File: src/hw/rtl/ata_pio_host_sequencer_assert.svh
// assertion macros shared by the sequencer modules
`ifndef ATA_PIO_HOST_SEQUENCER_ASSERT_SVH
`define ATA_PIO_HOST_SEQUENCER_ASSERT_SVH

`ifndef SYNTH

// same-cycle implication
`define AHS_ASSERT_IMP(label, clk, rst, ante, cons, msg) \
   label: assert property (@(posedge clk) disable iff (rst) (ante) |-> (cons)) \
      else $error(msg);

// next-cycle implication
`define AHS_ASSERT_NXT(label, clk, rst, ante, cons, msg) \
   label: assert property (@(posedge clk) disable iff (rst) (ante) |=> (cons)) \
      else $error(msg);

`else

`define AHS_ASSERT_IMP(label, clk, rst, ante, cons, msg)

`define AHS_ASSERT_NXT(label, clk, rst, ante, cons, msg)

`endif

`endif

File: src/hw/rtl/ahs_pkg.sv
`default_nettype none

package ahs_pkg;

   localparam int PHASE_W = 5;

   localparam logic [8:0] WORDS_PER_SECTOR = 9'd256;
   localparam logic [8:0] MAX_SECTORS      = 9'd256;

   // input operation codes
   localparam logic [2:0] OP_IDENTIFY = 3'd0;
   localparam logic [2:0] OP_READ     = 3'd1;
   localparam logic [2:0] OP_WRITE    = 3'd2;
   localparam logic [2:0] OP_RESPONSE = 3'd3;
   localparam logic [2:0] OP_SUPPLY   = 3'd4;

   // command kinds as stored
   localparam logic [1:0] CMD_IDENTIFY = 2'd0;
   localparam logic [1:0] CMD_READ     = 2'd1;
   localparam logic [1:0] CMD_WRITE    = 2'd2;

   // result kinds
   localparam logic [1:0] KIND_ACCESS = 2'd0;
   localparam logic [1:0] KIND_WORD   = 2'd1;
   localparam logic [1:0] KIND_WANT   = 2'd2;
   localparam logic [1:0] KIND_DONE   = 2'd3;

   // completion codes
   localparam logic [2:0] STS_OK        = 3'd0;
   localparam logic [2:0] STS_NO_DRIVE  = 3'd1;
   localparam logic [2:0] STS_NOT_ATA   = 3'd2;
   localparam logic [2:0] STS_ID_ERROR  = 3'd3;
   localparam logic [2:0] STS_DEV_ERROR = 3'd4;

   // primary bus ports
   localparam logic [9:0] PORT_DATA    = 10'h1F0;
   localparam logic [9:0] PORT_COUNT   = 10'h1F2;
   localparam logic [9:0] PORT_LBA_LO  = 10'h1F3;
   localparam logic [9:0] PORT_LBA_MID = 10'h1F4;
   localparam logic [9:0] PORT_LBA_HI  = 10'h1F5;
   localparam logic [9:0] PORT_DRIVE   = 10'h1F6;
   localparam logic [9:0] PORT_STATUS  = 10'h1F7;
   localparam logic [9:0] PORT_ALT     = 10'h3F6;

   // device commands and register values
   localparam logic [7:0] ATA_IDENTIFY  = 8'hEC;
   localparam logic [7:0] ATA_READ      = 8'h20;
   localparam logic [7:0] ATA_WRITE     = 8'h30;
   localparam logic [7:0] ATA_FLUSH     = 8'hE7;
   localparam logic [7:0] SEL_IDENTIFY  = 8'hA0;
   localparam logic [3:0] SEL_LBA_HIGH  = 4'hE;

   // status bits
   localparam int BIT_BSY = 7;
   localparam int BIT_DRQ = 3;
   localparam int BIT_ERR = 0;

   typedef struct packed {
      logic [1:0]  kind;
      logic [9:0]  bus_port;
      logic        bus_write;
      logic        bus_word;
      logic [15:0] data;
      logic [2:0]  status_code;
      logic        last;
   } rsp_type;

   // results handed from the sequencer to the result queue
   typedef struct packed {
      logic [1:0] count;
      rsp_type    first;
      rsp_type    second;
   } push_type;

   typedef struct packed {
      logic [PHASE_W-1:0] phase;
      rsp_type            rsp;
   } step_type;

   function automatic rsp_type mk_rd8(input logic [9:0] port);
      rsp_type r;
      r = '0;
      r.kind = KIND_ACCESS;
      r.bus_port = port;
      return r;
   endfunction

   function automatic rsp_type mk_wr8(input logic [9:0] port, input logic [7:0] value);
      rsp_type r;
      r = '0;
      r.kind = KIND_ACCESS;
      r.bus_port = port;
      r.bus_write = 1'b1;
      r.data = {8'h00, value};
      return r;
   endfunction

   function automatic rsp_type mk_data_rd();
      rsp_type r;
      r = '0;
      r.kind = KIND_ACCESS;
      r.bus_port = PORT_DATA;
      r.bus_word = 1'b1;
      return r;
   endfunction

   function automatic rsp_type mk_data_wr(input logic [15:0] value);
      rsp_type r;
      r = '0;
      r.kind = KIND_ACCESS;
      r.bus_port = PORT_DATA;
      r.bus_write = 1'b1;
      r.bus_word = 1'b1;
      r.data = value;
      return r;
   endfunction

   function automatic rsp_type mk_word(input logic [15:0] value);
      rsp_type r;
      r = '0;
      r.kind = KIND_WORD;
      r.data = value;
      return r;
   endfunction

   function automatic rsp_type mk_want();
      rsp_type r;
      r = '0;
      r.kind = KIND_WANT;
      return r;
   endfunction

   function automatic rsp_type mk_done(input logic [2:0] code);
      rsp_type r;
      r = '0;
      r.kind = KIND_DONE;
      r.status_code = code;
      return r;
   endfunction

endpackage

`default_nettype wire

File: src/hw/rtl/ata_pio_host_sequencer.sv
// ATA PIO host sequencer, primary bus, master drive, 28-bit LBA. Send identify, read or
// write commands on req_; the block answers with one port access at a time on rsp_ and
// each access must be answered by a bus response transfer (operation 3) carrying the
// value read (low byte for status reads). Read and identify data words come back as
// word-delivered results; for a write each word is requested and must be supplied with
// operation 4. Every input item is taken into an input register and worked off by the
// sequencer, whose one or two results go into a four-entry result queue. An item is
// accepted in every cycle as long as the queue has room for two results, so the
// sustained rate is one item per cycle when the result side takes a transfer every
// cycle; a data-in response yields two results and so takes two result transfers.
// Commands while busy, responses while idle or waiting for a word, unrequested words and
// unused operation codes are consumed and give no result. No clearing pass after reset.
`default_nettype none

module ata_pio_host_sequencer (
   input  wire logic        clock,
   input  wire logic        reset,

   // command and response channel
   input  wire logic        req_tvalid,
   output logic             req_tready,
   // start_lba[27:0], sector_count[36:28], bus_read_data[52:37], write_word[68:53], zero pad
   input  wire logic [71:0] req_tdata,
   // operation[2:0]
   input  wire logic [2:0]  req_tuser,

   // result channel
   output logic             rsp_tvalid,
   input  wire logic        rsp_tready,
   // bus_port[9:0], bus_write[10], bus_word[11], data[27:12], status_code[30:28], zero pad
   output logic [31:0]      rsp_tdata,
   // kind[1:0]
   output logic [1:0]       rsp_tuser,
   // last result of the input item
   output logic             rsp_tlast
);

   ahs_pkg::push_type push;
   ahs_pkg::rsp_type  head;
   logic              space;

   // sequencer: input register, state and step logic
   ahs_core u_core (
      .clock         (clock),
      .reset         (reset),
      .req_valid     (req_tvalid),
      .req_ready     (req_tready),
      .operation     (req_tuser),
      .start_lba     (req_tdata[27:0]),
      .sector_count  (req_tdata[36:28]),
      .bus_read_data (req_tdata[52:37]),
      .write_word    (req_tdata[68:53]),
      .space         (space),
      .push          (push)
   );

   // result queue decouples the result side from the sequencer
   ahs_rsp_queue u_queue (
      .clock     (clock),
      .reset     (reset),
      .push      (push),
      .space     (space),
      .rsp_valid (rsp_tvalid),
      .rsp_ready (rsp_tready),
      .rsp_data  (head)
   );

   // pack the head entry onto the stream
   assign rsp_tdata = {1'b0, head.status_code, head.data, head.bus_word, head.bus_write,
                       head.bus_port};
   assign rsp_tuser = head.kind;
   assign rsp_tlast = head.last;

endmodule

`default_nettype wire

File: src/hw/rtl/ahs_rsp_queue.sv
`default_nettype none

`include "ata_pio_host_sequencer_assert.svh"

module ahs_rsp_queue (
   input  wire logic             clock,
   input  wire logic             reset,
   input  wire ahs_pkg::push_type push,
   output logic                  space,
   output logic                  rsp_valid,
   input  wire logic             rsp_ready,
   output ahs_pkg::rsp_type      rsp_data
);

   ahs_pkg::rsp_type q_ff [4];
   logic [1:0] wr_ptr_ff, wr_ptr_in;
   logic [1:0] rd_ptr_ff, rd_ptr_in;
   logic [2:0] count_ff, count_in;
   logic       pop;

   // room for the worst case of two results
   assign space     = (count_ff <= 3'd2);
   assign rsp_valid = (count_ff != 3'd0);
   assign rsp_data  = q_ff[rd_ptr_ff];
   assign pop       = rsp_valid && rsp_ready;

   always_comb begin
      wr_ptr_in = wr_ptr_ff + push.count;
      rd_ptr_in = rd_ptr_ff + {1'b0, pop};
      count_in  = count_ff + {1'b0, push.count} - {2'b00, pop};
   end

   always_ff @(posedge clock) begin
      if (push.count != 2'd0) begin
         q_ff[wr_ptr_ff] <= push.first;
      end
      if (push.count == 2'd2) begin
         q_ff[wr_ptr_ff + 2'd1] <= push.second;
      end
   end

   always_ff @(posedge clock) begin
      if (reset) begin
         wr_ptr_ff <= 2'd0;
         rd_ptr_ff <= 2'd0;
         count_ff  <= 3'd0;
      end else begin
         wr_ptr_ff <= wr_ptr_in;
         rd_ptr_ff <= rd_ptr_in;
         count_ff  <= count_in;
      end
   end

   `AHS_ASSERT_IMP(a_count_bound, clock, reset, 1'b1, count_ff <= 3'd4, "queue overfilled")
   `AHS_ASSERT_IMP(a_push_room, clock, reset, push.count != 2'd0, count_ff <= 3'd2, "push without room")
   `AHS_ASSERT_IMP(a_empty_ptrs, clock, reset, count_ff == 3'd0, wr_ptr_ff == rd_ptr_ff, "pointer skew")

endmodule

`default_nettype wire

File: src/hw/rtl/ahs_core.sv
`default_nettype none

`include "ata_pio_host_sequencer_assert.svh"

module ahs_core (
   input  wire logic              clock,
   input  wire logic              reset,
   input  wire logic              req_valid,
   output logic                   req_ready,
   input  wire logic [2:0]        operation,
   input  wire logic [27:0]       start_lba,
   input  wire logic [8:0]        sector_count,
   input  wire logic [15:0]       bus_read_data,
   input  wire logic [15:0]       write_word,
   input  wire logic              space,
   output ahs_pkg::push_type      push
);

   localparam int PW = ahs_pkg::PHASE_W;

   localparam logic [PW-1:0] PH_IDLE       = 5'd0;
   localparam logic [PW-1:0] PH_PRE_BSY    = 5'd1;
   localparam logic [PW-1:0] PH_SEL        = 5'd2;
   localparam logic [PW-1:0] PH_PRE_DELAY  = 5'd3;
   localparam logic [PW-1:0] PH_TF_COUNT   = 5'd4;
   localparam logic [PW-1:0] PH_TF_LOW     = 5'd5;
   localparam logic [PW-1:0] PH_TF_MID     = 5'd6;
   localparam logic [PW-1:0] PH_TF_HIGH    = 5'd7;
   localparam logic [PW-1:0] PH_CMD        = 5'd8;
   localparam logic [PW-1:0] PH_ID_PRESENT = 5'd9;
   localparam logic [PW-1:0] PH_ID_BSY     = 5'd10;
   localparam logic [PW-1:0] PH_ID_MID     = 5'd11;
   localparam logic [PW-1:0] PH_ID_HIGH    = 5'd12;
   localparam logic [PW-1:0] PH_ID_DRQ     = 5'd13;
   localparam logic [PW-1:0] PH_ID_ERR     = 5'd14;
   localparam logic [PW-1:0] PH_DATA_IN    = 5'd15;
   localparam logic [PW-1:0] PH_XFER_POLL  = 5'd16;
   localparam logic [PW-1:0] PH_WANT_WORD  = 5'd17;
   localparam logic [PW-1:0] PH_DATA_OUT   = 5'd18;
   localparam logic [PW-1:0] PH_TINY       = 5'd19;
   localparam logic [PW-1:0] PH_SECT_DELAY = 5'd20;
   localparam logic [PW-1:0] PH_FLUSH_CMD  = 5'd21;
   localparam logic [PW-1:0] PH_FLUSH_POLL = 5'd22;

   // input register
   logic        in_valid_ff, in_valid_in;
   logic [2:0]  op_ff;
   logic [27:0] lba_ff;
   logic [8:0]  cnt_ff;
   logic [15:0] rdata_ff;
   logic [15:0] wword_ff;

   // sequencer state
   logic [PW-1:0] phase_ff, phase_in;
   logic [1:0]    kind_ff, kind_in;
   logic [27:0]   addr_ff, addr_in;
   logic [8:0]    total_ff, total_in;
   logic [8:0]    sidx_ff, sidx_in;
   logic [8:0]    widx_ff, widx_in;
   logic [2:0]    delay_ff, delay_in;

   logic             fire;
   logic             take;
   logic [7:0]       st;
   logic             ident;
   logic [8:0]       widx_inc;
   logic [8:0]       sidx_inc;
   logic [2:0]       delay_inc;
   logic [1:0]       nres;
   ahs_pkg::rsp_type res_a;
   ahs_pkg::rsp_type res_b;
   ahs_pkg::step_type ns;
   logic             done_push;

   // after a sector: poll for the next one, flush a write, or finish
   function automatic ahs_pkg::step_type next_sector(input logic [8:0] idx,
                                                     input logic [8:0] total,
                                                     input logic [1:0] kind);
      ahs_pkg::step_type r;
      if (idx < total) begin
         r.phase = PH_XFER_POLL;
         r.rsp   = ahs_pkg::mk_rd8(ahs_pkg::PORT_STATUS);
      end else if (kind == ahs_pkg::CMD_WRITE) begin
         r.phase = PH_FLUSH_CMD;
         r.rsp   = ahs_pkg::mk_wr8(ahs_pkg::PORT_STATUS, ahs_pkg::ATA_FLUSH);
      end else begin
         r.phase = PH_IDLE;
         r.rsp   = ahs_pkg::mk_done(ahs_pkg::STS_OK);
      end
      return r;
   endfunction

   assign fire        = in_valid_ff && space;
   assign req_ready   = !in_valid_ff || fire;
   assign take        = req_valid && req_ready;
   assign in_valid_in = take || (in_valid_ff && !fire);

   assign st        = rdata_ff[7:0];
   assign ident     = (kind_ff == ahs_pkg::CMD_IDENTIFY);
   assign widx_inc  = widx_ff + 9'd1;
   assign sidx_inc  = sidx_ff + 9'd1;
   assign delay_inc = delay_ff + 3'd1;

   always_comb begin
      phase_in = phase_ff;
      kind_in  = kind_ff;
      addr_in  = addr_ff;
      total_in = total_ff;
      sidx_in  = sidx_ff;
      widx_in  = widx_ff;
      delay_in = delay_ff;
      res_a    = '0;
      res_b    = '0;
      nres     = 2'd0;
      ns       = '0;

      if (fire) begin
         unique case (op_ff) inside
            ahs_pkg::OP_IDENTIFY, ahs_pkg::OP_READ, ahs_pkg::OP_WRITE: begin
               if (phase_ff == PH_IDLE) begin
                  kind_in  = op_ff[1:0];
                  sidx_in  = 9'd0;
                  widx_in  = 9'd0;
                  delay_in = 3'd0;
                  nres     = 2'd1;
                  if (op_ff == ahs_pkg::OP_IDENTIFY) begin
                     addr_in  = 28'd0;
                     total_in = 9'd0;
                     phase_in = PH_SEL;
                     res_a    = ahs_pkg::mk_wr8(ahs_pkg::PORT_DRIVE, ahs_pkg::SEL_IDENTIFY);
                  end else begin
                     addr_in  = lba_ff;
                     total_in = (cnt_ff > ahs_pkg::MAX_SECTORS) ? ahs_pkg::MAX_SECTORS
                                                                : cnt_ff;
                     phase_in = PH_PRE_BSY;
                     res_a    = ahs_pkg::mk_rd8(ahs_pkg::PORT_STATUS);
                  end
               end
            end
            ahs_pkg::OP_RESPONSE: begin
               if (phase_ff != PH_IDLE && phase_ff != PH_WANT_WORD) begin
                  nres = 2'd1;
                  unique case (phase_ff)
                     PH_PRE_BSY: begin
                        if (st[ahs_pkg::BIT_BSY]) begin
                           res_a = ahs_pkg::mk_rd8(ahs_pkg::PORT_STATUS);
                        end else begin
                           phase_in = PH_SEL;
                           res_a    = ahs_pkg::mk_wr8(ahs_pkg::PORT_DRIVE,
                                                      {ahs_pkg::SEL_LBA_HIGH, addr_ff[27:24]});
                        end
                     end
                     PH_SEL: begin
                        phase_in = PH_PRE_DELAY;
                        delay_in = 3'd0;
                        res_a    = ahs_pkg::mk_rd8(ahs_pkg::PORT_ALT);
                     end
                     PH_PRE_DELAY: begin
                        delay_in = delay_inc;
                        if (delay_inc < 3'd4) begin
                           res_a = ahs_pkg::mk_rd8(ahs_pkg::PORT_ALT);
                        end else begin
                           phase_in = PH_TF_COUNT;
                           res_a    = ahs_pkg::mk_wr8(ahs_pkg::PORT_COUNT, total_ff[7:0]);
                        end
                     end
                     PH_TF_COUNT: begin
                        phase_in = PH_TF_LOW;
                        res_a    = ahs_pkg::mk_wr8(ahs_pkg::PORT_LBA_LO, addr_ff[7:0]);
                     end
                     PH_TF_LOW: begin
                        phase_in = PH_TF_MID;
                        res_a    = ahs_pkg::mk_wr8(ahs_pkg::PORT_LBA_MID, addr_ff[15:8]);
                     end
                     PH_TF_MID: begin
                        phase_in = PH_TF_HIGH;
                        res_a    = ahs_pkg::mk_wr8(ahs_pkg::PORT_LBA_HI, addr_ff[23:16]);
                     end
                     PH_TF_HIGH: begin
                        phase_in = PH_CMD;
                        res_a    = ahs_pkg::mk_wr8(ahs_pkg::PORT_STATUS,
                                      ident ? ahs_pkg::ATA_IDENTIFY :
                                      (kind_ff == ahs_pkg::CMD_READ) ? ahs_pkg::ATA_READ
                                                                     : ahs_pkg::ATA_WRITE);
                     end
                     PH_CMD: begin
                        if (ident) begin
                           phase_in = PH_ID_PRESENT;
                           res_a    = ahs_pkg::mk_rd8(ahs_pkg::PORT_STATUS);
                        end else begin
                           ns       = next_sector(sidx_ff, total_ff, kind_ff);
                           phase_in = ns.phase;
                           res_a    = ns.rsp;
                        end
                     end
                     PH_ID_PRESENT: begin
                        if (st == 8'h00) begin
                           phase_in = PH_IDLE;
                           res_a    = ahs_pkg::mk_done(ahs_pkg::STS_NO_DRIVE);
                        end else begin
                           phase_in = PH_ID_BSY;
                           res_a    = ahs_pkg::mk_rd8(ahs_pkg::PORT_STATUS);
                        end
                     end
                     PH_ID_BSY: begin
                        if (st[ahs_pkg::BIT_BSY]) begin
                           res_a = ahs_pkg::mk_rd8(ahs_pkg::PORT_STATUS);
                        end else begin
                           phase_in = PH_ID_MID;
                           res_a    = ahs_pkg::mk_rd8(ahs_pkg::PORT_LBA_MID);
                        end
                     end
                     PH_ID_MID: begin
                        if (st != 8'h00) begin
                           phase_in = PH_IDLE;
                           res_a    = ahs_pkg::mk_done(ahs_pkg::STS_NOT_ATA);
                        end else begin
                           phase_in = PH_ID_HIGH;
                           res_a    = ahs_pkg::mk_rd8(ahs_pkg::PORT_LBA_HI);
                        end
                     end
                     PH_ID_HIGH: begin
                        if (st != 8'h00) begin
                           phase_in = PH_IDLE;
                           res_a    = ahs_pkg::mk_done(ahs_pkg::STS_NOT_ATA);
                        end else begin
                           phase_in = PH_ID_DRQ;
                           res_a    = ahs_pkg::mk_rd8(ahs_pkg::PORT_STATUS);
                        end
                     end
                     PH_ID_DRQ: begin
                        if (st[ahs_pkg::BIT_DRQ]) begin
                           phase_in = PH_DATA_IN;
                           widx_in  = 9'd0;
                           res_a    = ahs_pkg::mk_data_rd();
                        end else begin
                           phase_in = PH_ID_ERR;
                           res_a    = ahs_pkg::mk_rd8(ahs_pkg::PORT_STATUS);
                        end
                     end
                     PH_ID_ERR: begin
                        if (st[ahs_pkg::BIT_ERR]) begin
                           phase_in = PH_IDLE;
                           res_a    = ahs_pkg::mk_done(ahs_pkg::STS_ID_ERROR);
                        end else begin
                           phase_in = PH_ID_DRQ;
                           res_a    = ahs_pkg::mk_rd8(ahs_pkg::PORT_STATUS);
                        end
                     end
                     PH_XFER_POLL: begin
                        if (st[ahs_pkg::BIT_ERR]) begin
                           phase_in = PH_IDLE;
                           res_a    = ahs_pkg::mk_done(ahs_pkg::STS_DEV_ERROR);
                        end else if (!st[ahs_pkg::BIT_BSY] && st[ahs_pkg::BIT_DRQ]) begin
                           widx_in = 9'd0;
                           if (kind_ff == ahs_pkg::CMD_WRITE) begin
                              phase_in = PH_WANT_WORD;
                              res_a    = ahs_pkg::mk_want();
                           end else begin
                              phase_in = PH_DATA_IN;
                              res_a    = ahs_pkg::mk_data_rd();
                           end
                        end else begin
                           res_a = ahs_pkg::mk_rd8(ahs_pkg::PORT_STATUS);
                        end
                     end
                     PH_DATA_IN: begin
                        nres    = 2'd2;
                        res_a   = ahs_pkg::mk_word(rdata_ff);
                        widx_in = widx_inc;
                        if (widx_inc < ahs_pkg::WORDS_PER_SECTOR) begin
                           res_b = ahs_pkg::mk_data_rd();
                        end else if (ident) begin
                           phase_in = PH_IDLE;
                           res_b    = ahs_pkg::mk_done(ahs_pkg::STS_OK);
                        end else begin
                           phase_in = PH_SECT_DELAY;
                           delay_in = 3'd0;
                           res_b    = ahs_pkg::mk_rd8(ahs_pkg::PORT_ALT);
                        end
                     end
                     PH_DATA_OUT: begin
                        phase_in = PH_TINY;
                        res_a    = ahs_pkg::mk_rd8(ahs_pkg::PORT_ALT);
                     end
                     PH_TINY: begin
                        widx_in = widx_inc;
                        if (widx_inc < ahs_pkg::WORDS_PER_SECTOR) begin
                           phase_in = PH_WANT_WORD;
                           res_a    = ahs_pkg::mk_want();
                        end else begin
                           phase_in = PH_SECT_DELAY;
                           delay_in = 3'd0;
                           res_a    = ahs_pkg::mk_rd8(ahs_pkg::PORT_ALT);
                        end
                     end
                     PH_SECT_DELAY: begin
                        delay_in = delay_inc;
                        if (delay_inc < 3'd4) begin
                           res_a = ahs_pkg::mk_rd8(ahs_pkg::PORT_ALT);
                        end else begin
                           sidx_in  = sidx_inc;
                           ns       = next_sector(sidx_inc, total_ff, kind_ff);
                           phase_in = ns.phase;
                           res_a    = ns.rsp;
                        end
                     end
                     PH_FLUSH_CMD: begin
                        phase_in = PH_FLUSH_POLL;
                        res_a    = ahs_pkg::mk_rd8(ahs_pkg::PORT_STATUS);
                     end
                     PH_FLUSH_POLL: begin
                        if (st[ahs_pkg::BIT_BSY]) begin
                           res_a = ahs_pkg::mk_rd8(ahs_pkg::PORT_STATUS);
                        end else begin
                           phase_in = PH_IDLE;
                           res_a    = ahs_pkg::mk_done(ahs_pkg::STS_OK);
                        end
                     end
                     default: begin
                        nres = 2'd0;
                     end
                  endcase
               end
            end
            ahs_pkg::OP_SUPPLY: begin
               if (phase_ff == PH_WANT_WORD) begin
                  phase_in = PH_DATA_OUT;
                  nres     = 2'd1;
                  res_a    = ahs_pkg::mk_data_wr(wword_ff);
               end
            end
            default: begin
               nres = 2'd0;
            end
         endcase
      end

      // mark the final result of this item
      if (nres == 2'd1) begin
         res_a.last = 1'b1;
      end
      if (nres == 2'd2) begin
         res_b.last = 1'b1;
      end
   end

   assign push.count  = nres;
   assign push.first  = res_a;
   assign push.second = res_b;

   assign done_push = ((nres == 2'd1) && (res_a.kind == ahs_pkg::KIND_DONE)) ||
                      ((nres == 2'd2) && (res_b.kind == ahs_pkg::KIND_DONE));

   always_ff @(posedge clock) begin
      if (take) begin
         op_ff    <= operation;
         lba_ff   <= start_lba;
         cnt_ff   <= sector_count;
         rdata_ff <= bus_read_data;
         wword_ff <= write_word;
      end
   end

   always_ff @(posedge clock) begin
      if (reset) begin
         in_valid_ff <= 1'b0;
         phase_ff    <= PH_IDLE;
         kind_ff     <= 2'd0;
         addr_ff     <= 28'd0;
         total_ff    <= 9'd0;
         sidx_ff     <= 9'd0;
         widx_ff     <= 9'd0;
         delay_ff    <= 3'd0;
      end else begin
         in_valid_ff <= in_valid_in;
         phase_ff    <= phase_in;
         kind_ff     <= kind_in;
         addr_ff     <= addr_in;
         total_ff    <= total_in;
         sidx_ff     <= sidx_in;
         widx_ff     <= widx_in;
         delay_ff    <= delay_in;
      end
   end

   `AHS_ASSERT_IMP(a_pair_only_data_in, clock, reset, nres == 2'd2, phase_ff == PH_DATA_IN, "two results outside data in")
   `AHS_ASSERT_NXT(a_done_to_idle, clock, reset, done_push, phase_ff == PH_IDLE, "done without idle")
   `AHS_ASSERT_IMP(a_push_needs_fire, clock, reset, nres != 2'd0, fire, "results without item")
   `AHS_ASSERT_IMP(a_delay_bound, clock, reset, 1'b1, delay_ff <= 3'd4, "delay count out of range")

endmodule

`default_nettype wire

File: config.mk
export PLATFORM = sky130hd
export DESIGN_NAME = ata_pio_host_sequencer
export DESIGN_NICKNAME = d
export VERILOG_FILES = /design/src/hw/rtl/ahs_pkg.sv /design/src/hw/rtl/ata_pio_host_sequencer.sv /design/src/hw/rtl/ahs_rsp_queue.sv /design/src/hw/rtl/ahs_core.sv
export VERILOG_INCLUDE_DIRS = /design/src /design/src/hw/rtl
export SDC_FILE = /design/constraint.sdc
export NUM_CORES = 1
export LEC_CHECK = 0
export BUFFER_PORTS_ARGS = -buffer_cell sky130_fd_sc_hd__buf_2
export CORE_ASPECT_RATIO = 0.8
export CORE_MARGIN = 2
export CORE_UTILIZATION = 45
export DETAILED_ROUTE_END_ITERATION = 12
export GPL_TIMING_DRIVEN = 0
export SLEW_MARGIN = 15
export SYNTH_ARGS = -nofsm -noshare
export SYNTH_HDL_FRONTEND = slang
export SYNTH_SLANG_ARGS = --single-unit
File: constraint.sdc
create_clock -name clock -period 7.1 [get_ports clock]
set_input_delay 0.71 -clock clock [delete_from_list [all_inputs] [get_ports clock]]
set_output_delay 0.71 -clock clock [all_outputs]
set_load 0.01 [all_outputs]
* Word level (Yosys, flattened, before mapping)
Memories as Yosys holds them, arrays and structs flattened. A register that Yosys moved wholly into a read port is not among the register bits. Cells that the tools add are included.
Operators by class: add/subtract/negate cells 8, $mul 0, div/mod/pow operators 0, magnitude comparators 6, equal/unequal tests 51, shift-type cells 0, multiplexer cells 90, bitwise operators 0, reductions and logical operators 31
Operators with widths (count):
- $pmux W34 S20 | 1
- $mux W34 | 19
- $mux W39 | 3
- $pmux W5 S21 | 1
- $pmux W34 S3 | 1
- $mux W9 | 10
- $mux W5 | 15
- $mux W31 | 2
- $mux W23 | 2
- $eq A5 B4 Y1 const B | 8
- $pmux W9 S2 | 2
- $eq A5 B5 Y1 const B | 7
- $mux W32 | 1
- $ne A3 B3 Y1 const B | 10
- $mux W28 | 1
- $pmux W9 S3 | 1
- $mux W25 | 1
- $mux W24 | 1
- $ne A22 B22 Y1 const B | 1
- $eq A5 B3 Y1 const B | 4
- $reduce_or A20 Y1 | 1
- $add A9 B1 Y9 const B | 2
- $lt A9 B9 Y1 | 2
- $mux W3 | 6
- 49 further kinds | 84
Word-level totals: bits in registers 145, bits in latches 0, memory bits (writable) 136, memory bits (read-only) 0, output and inout port bits 37, memories kept 1
Memory list:
- u_queue.q_ff | words 4, width 34, read ports 1, clocked after memory_dff 1, wr ports 2, RTL line ahs_rsp_queue.sv:15 | ahs_pkg::rsp_type q_ff [4];

* Depth between registers and ports, before layout
depth after elaboration 9, gate-level depth with buffers 13, mapped depth without buffers 13

* Hierarchy
From an unflattened synthesis, not the netlist that was laid out.
Unflattened totals: cell total of the unflattened synthesis 1218, area, all modules 14586.5 um2
By module, submodules not included:
- ahs_core | times used 1, cells an instance 842, area an instance 7563.5 um2, sequential area each 3483.3 um2
- ahs_rsp_queue | times used 1, cells an instance 374, area an instance 7011.7 um2, sequential area each 4224.1 um2
- ata_pio_host_sequencer | times used 1, cells an instance 2, area an instance 11.3 um2, sequential area each 0.0 um2

* Worst setup path after synthesis
OpenSTA, ideal clock, no wires.
kind reg-to-reg, start register u_core.sidx_ff[0], end memory u_queue.q_ff[0][21] (netlist bit), setup time 0.117 ns, data arrival time 3.021 ns, required time 6.983 ns, path slack 3.962 ns, cell stages (with the launch flop) 14, clock period less this slack 3.138 ns, cell sequence dfxtp_1 ha_1 and3_1 and3_1 nand3_1 xnor2_1 ha_1 a21oi_1 o21ai_0 a21oi_1 o32a_1 nor2_1 or4_1 o2bb2ai_1
RTL lines:
- start: declaration | RTL line ahs_core.sv:58 | logic [8:0] sidx_ff, sidx_in;
- start signal: assignment | RTL line ahs_core.sv:381 | sidx_ff <= sidx_in;
- end: declaration | RTL line ahs_rsp_queue.sv:15

==> results.cfg <==
[flow_run]
max_cap_violations = 0

[cts]
clock_latency_ns = 0.56
hold_buffers = 0
cts_max_level = 1
cts_resized = 0
clockBufferDepth = 3
clockRootBuffer = clkbuf_16
clkTransAtPathRegs_ns = 0.06
numCtsBuffers = 27
cts_tree = built
post_cts_buffers = 0
clock-sinks = 261

[route]
initialDrtViolationCount = 1027
first_pass_iters = 6
via_count = 10580
ant_nets = 0
drc = 0
wl_per_cell_um = 22.44
via_per_inst = 6.009
drt_wl_total_um = 39510

[min_path]
min_to = u_core.wword_ff[3]
hold_depth = 1
holdCritPathClass = input pin to flip-flop
min_from = req_tdata[56]

[yosys]
ys_ff_latch = 261
synth_top_area_share_pct = 25.46
seq_area_frac_synth_pct = 50.75
yosysWarnings = 0
yosys-top-cells-area = dfxtp_1, edfxtp_1, mux4_2
yosysUniqueCellTypes = 85
synth-compound-area-share_pct = 17.07
synth_top_area_cell = dfxtp_1
muxShareOfSynthArea_pct = 6.344
synth_top_family_by_area = simple AND/OR/NAND/NOR gates
synth_common_cells = dfxtp_1, nand3_1, edfxtp_1, nand2_1, o21ai_0
async_flop_share_pct = 0
syn_area_um2 = 12350
synth-xor-area-share_pct = 1.490
synth_simple_gate_area_share_pct = 17.44
synth_cells = 1236
synth_most_common_cell = dfxtp_1
synth_flop_cell = dfxtp_1
synth_edf_count = 104
synth_adder_area_share_pct = 2.594
synth.avg_cell_area_um2 = 9.989

[global_routing]
track_usage_pct = 27.25
antenna_found_initial = 0
grt_max_degree = 61
met3_usage_pct = 5.389
grt_use_met1_pct = 42.55
grt_pass1_vias = 10050
grtUsageMet2_pct = 38.01
grt_pass1_wl_um = 60540
overflow = 0
grt-busiest-layer = met1

[pwr]
p_clk_share_pct = 40.3
p_sw_mw = 1.006
p_int_mw = 2.746
power_density_nw_per_um2 = 261.9
seq_power_share_pct = 44.8
p_leak_nw = 5.070
p_comb_share_pct = 14.9
p_sw_share_pct = 26.81
irDropWorstVdd_v = 0.0001776

[critical_path]
crit_buf_inv = 0
cp_cell_sequence = ha_1, and3_1, and3_1, nand3_1, xnor2_1, ha_1, a21oi_1, o21ai_0, a21oi_1, o32a_1, nor2_1, nor3_1, o221ai_1
cp_max_fo = 6
r2r-start = u_core.sidx_ff[0]
path_class = flip-flop to flip-flop
cp_top_family = simple AND/OR/NAND/NOR gates
path_depth = 13
cp_slowest_cell = nor3_1
max_stage_delay_ns = 0.79
start_kind = flip-flop
worstPathRequired_ns = 7.50
cp-end-kind = flip-flop
timing.rr.end = u_queue.q_ff[2][9]
worst_r2r_path_depth = 13
critPathArrivalTime_ns = 4.64
rrSetupSlack_ns = 2.86

[status]
status = finished, final reports clean

[finish]
regArea_um2 = 6266
antenna_cells = 0
nNetsFinal = 1480
nFillCells = 2483
layout-drive-gt1-share_pct = 18.04
stdcell_area_um2 = 14330
multi_input_area_um2 = 5558
area_growth_pct = 16.03

[timing]
setup-tns-final_ns = 0
worstMarginPinSlew_ns = 1.093
max_freq_mhz = 235.8
rsz0062_at_grt = no
setup_viol = 0
period_needed_ns = 4.241
slew_headroom_pct = 27.11
finClkSkew_ns = 0.02470
post-route-period-util_pct = 59.74
slew_violations = 0
hold_viol_final = 0

[die]
coreArea_um2 = 27090
dieArea_um2 = 28790
die_h_um = 152.2
initial_utilization_pct = 45.57
io_pins = 116
core.rowCount = 54
dieWidth_um = 189.2

[placement]
place_hpwl_um = 28630
port_buffers = 109
placed_area_um2 = 13380
gp_congestion = 1.001
==> kinds of logic after synthesis <==
group,Yosys count
xor+xnor,21
buf+inv,118
compound gates,339
fa+ha+maj,25
mux,40
simple gates,431
flops,261
other cells,1
==> cell usage in the layout (no fill, tap or decap), types with 5 or more instances in the layout <==
cell | synthesis | layout
a31oi_1 | 10 | 10
clkbuf_16 | 0 | 27
o21ai_1 | 30 | 30
nand4_1 | 8 | 8
nor2_1 | 71 | 71
ha_1 | 24 | 24
clkbuf_1 | 58 | 62
or2_2 | 5 | 5
mux2_2 | 5 | 5
nand2_1 | 101 | 101
nor3_1 | 16 | 16
inv_1 | 22 | 22
nor2b_1 | 17 | 17
xor2_1 | 7 | 7
buf_2 | 24 | 133
and2_1 | 7 | 6
edfxtp_1 | 104 | 104
o2bb2ai_1 | 5 | 5
a22oi_1 | 22 | 22
nand3b_1 | 8 | 8
a21o_1 | 6 | 6
or3_1 | 9 | 9
buf_4 | 6 | 6
o32ai_1 | 5 | 5
nand3_1 | 135 | 135
mux4_2 | 30 | 30
o22ai_1 | 17 | 17
o211ai_1 | 7 | 7
a21oi_1 | 83 | 83
xnor2_1 | 14 | 14
nand2b_1 | 16 | 16
o21ai_0 | 101 | 101
and3_1 | 7 | 7
dfxtp_1 | 157 | 157
==> routing by layer <==
| metal | part of all wire [%] | wire, um | vias to the layer above |
|---|---|---|---|
| met2 | 41 | 16220 | 492 |
| met1 | 47 | 18390 | 5135 |
| li1 | - | - | 4882 |
| met5 | 0.091 | 36 | - |
| met4 | 2.7 | 1055 | 2 |
| met3 | 9.7 | 3815 | 71 |
==> worst max-delay path by stage <==
| stage | from | end | slack, ns |
|---|---|---|---|
| 3_5_place_dp | u_core.sidx_ff[0] | u_queue.q_ff[2][9] | 3.00 |
| 4_1_cts | u_core.sidx_ff[0] | u_queue.q_ff[2][9] | 2.99 |
| 5_1_grt | u_core.sidx_ff[0] | u_queue.q_ff[2][9] | 2.71 |
| 2_1_floorplan | u_core.sidx_ff[0] | u_queue.q_ff[0][21] | 3.96 |
| 3_3_place_gp | u_core.sidx_ff[0] | u_queue.q_ff[2][9] | 3.02 |
| 6_report | u_core.sidx_ff[0] | u_queue.q_ff[2][9] | 2.86 |
==> area by class of cell <==
| type | instances | area share (%) |
|---|---|---|
| Buffer | 96 | 3.118 |
| Timing Repair Buffer | 110 | 4.000 |
| Sequential cell | 261 | 43.74 |
| Tap cell | 364 | 3.179 |
| Multi-Input combinational cell | 858 | 38.79 |
| Inverter | 22 | 0.5764 |
| Clock inverter | 15 | 1.389 |
| Clock buffer | 35 | 5.205 |
==> stage by stage <==
stage | power [mW] | cells | util [%] | hold WS [ns] | setup WS, ns
after CTS | 3.770 | 1761 | 52.88 | 0.2952 | 2.991
after global placement | 2.260 | 1710 | 49.28 | 0.4371 | 3.022
after detailed placement | 2.269 | 1711 | 49.39 | 0.4458 | 3.004
final | 3.752 | 1761 | 52.88 | 0.3167 | 2.859
after global routing | 3.888 | 1761 | 52.88 | 0.2958 | 2.714
after floorplan | 2.065 | 1237 | - | 0.4284 | 3.962
==> state kept, by name (all words and copies together), names as in the netlist, 5 cells and up <==
| signal | cells |
|---|---|
| u_core.cnt_ff | 9 |
| u_core.lba_ff | 28 |
| u_queue.q_ff | 116 |
| u_core.wword_ff | 16 |
| u_core.rdata_ff | 16 |
| u_core.phase_ff | 5 |
| u_core.sidx_ff | 9 |
| u_core.widx_ff | 9 |
| u_core.addr_ff | 28 |
| u_core.total_ff | 9 |
==> power by group through the flow <==
stage	logic, mW	registers [mW]	clock network, mW
floorplan	0.367	1.70	0
global placement	0.544	1.72	0
detailed placement	0.556	1.71	0
CTS	0.558	1.68	1.53
global route	0.607	1.69	1.59
finish	0.558	1.68	1.51
No activity file was read; power rests on OpenSTA's default activity.
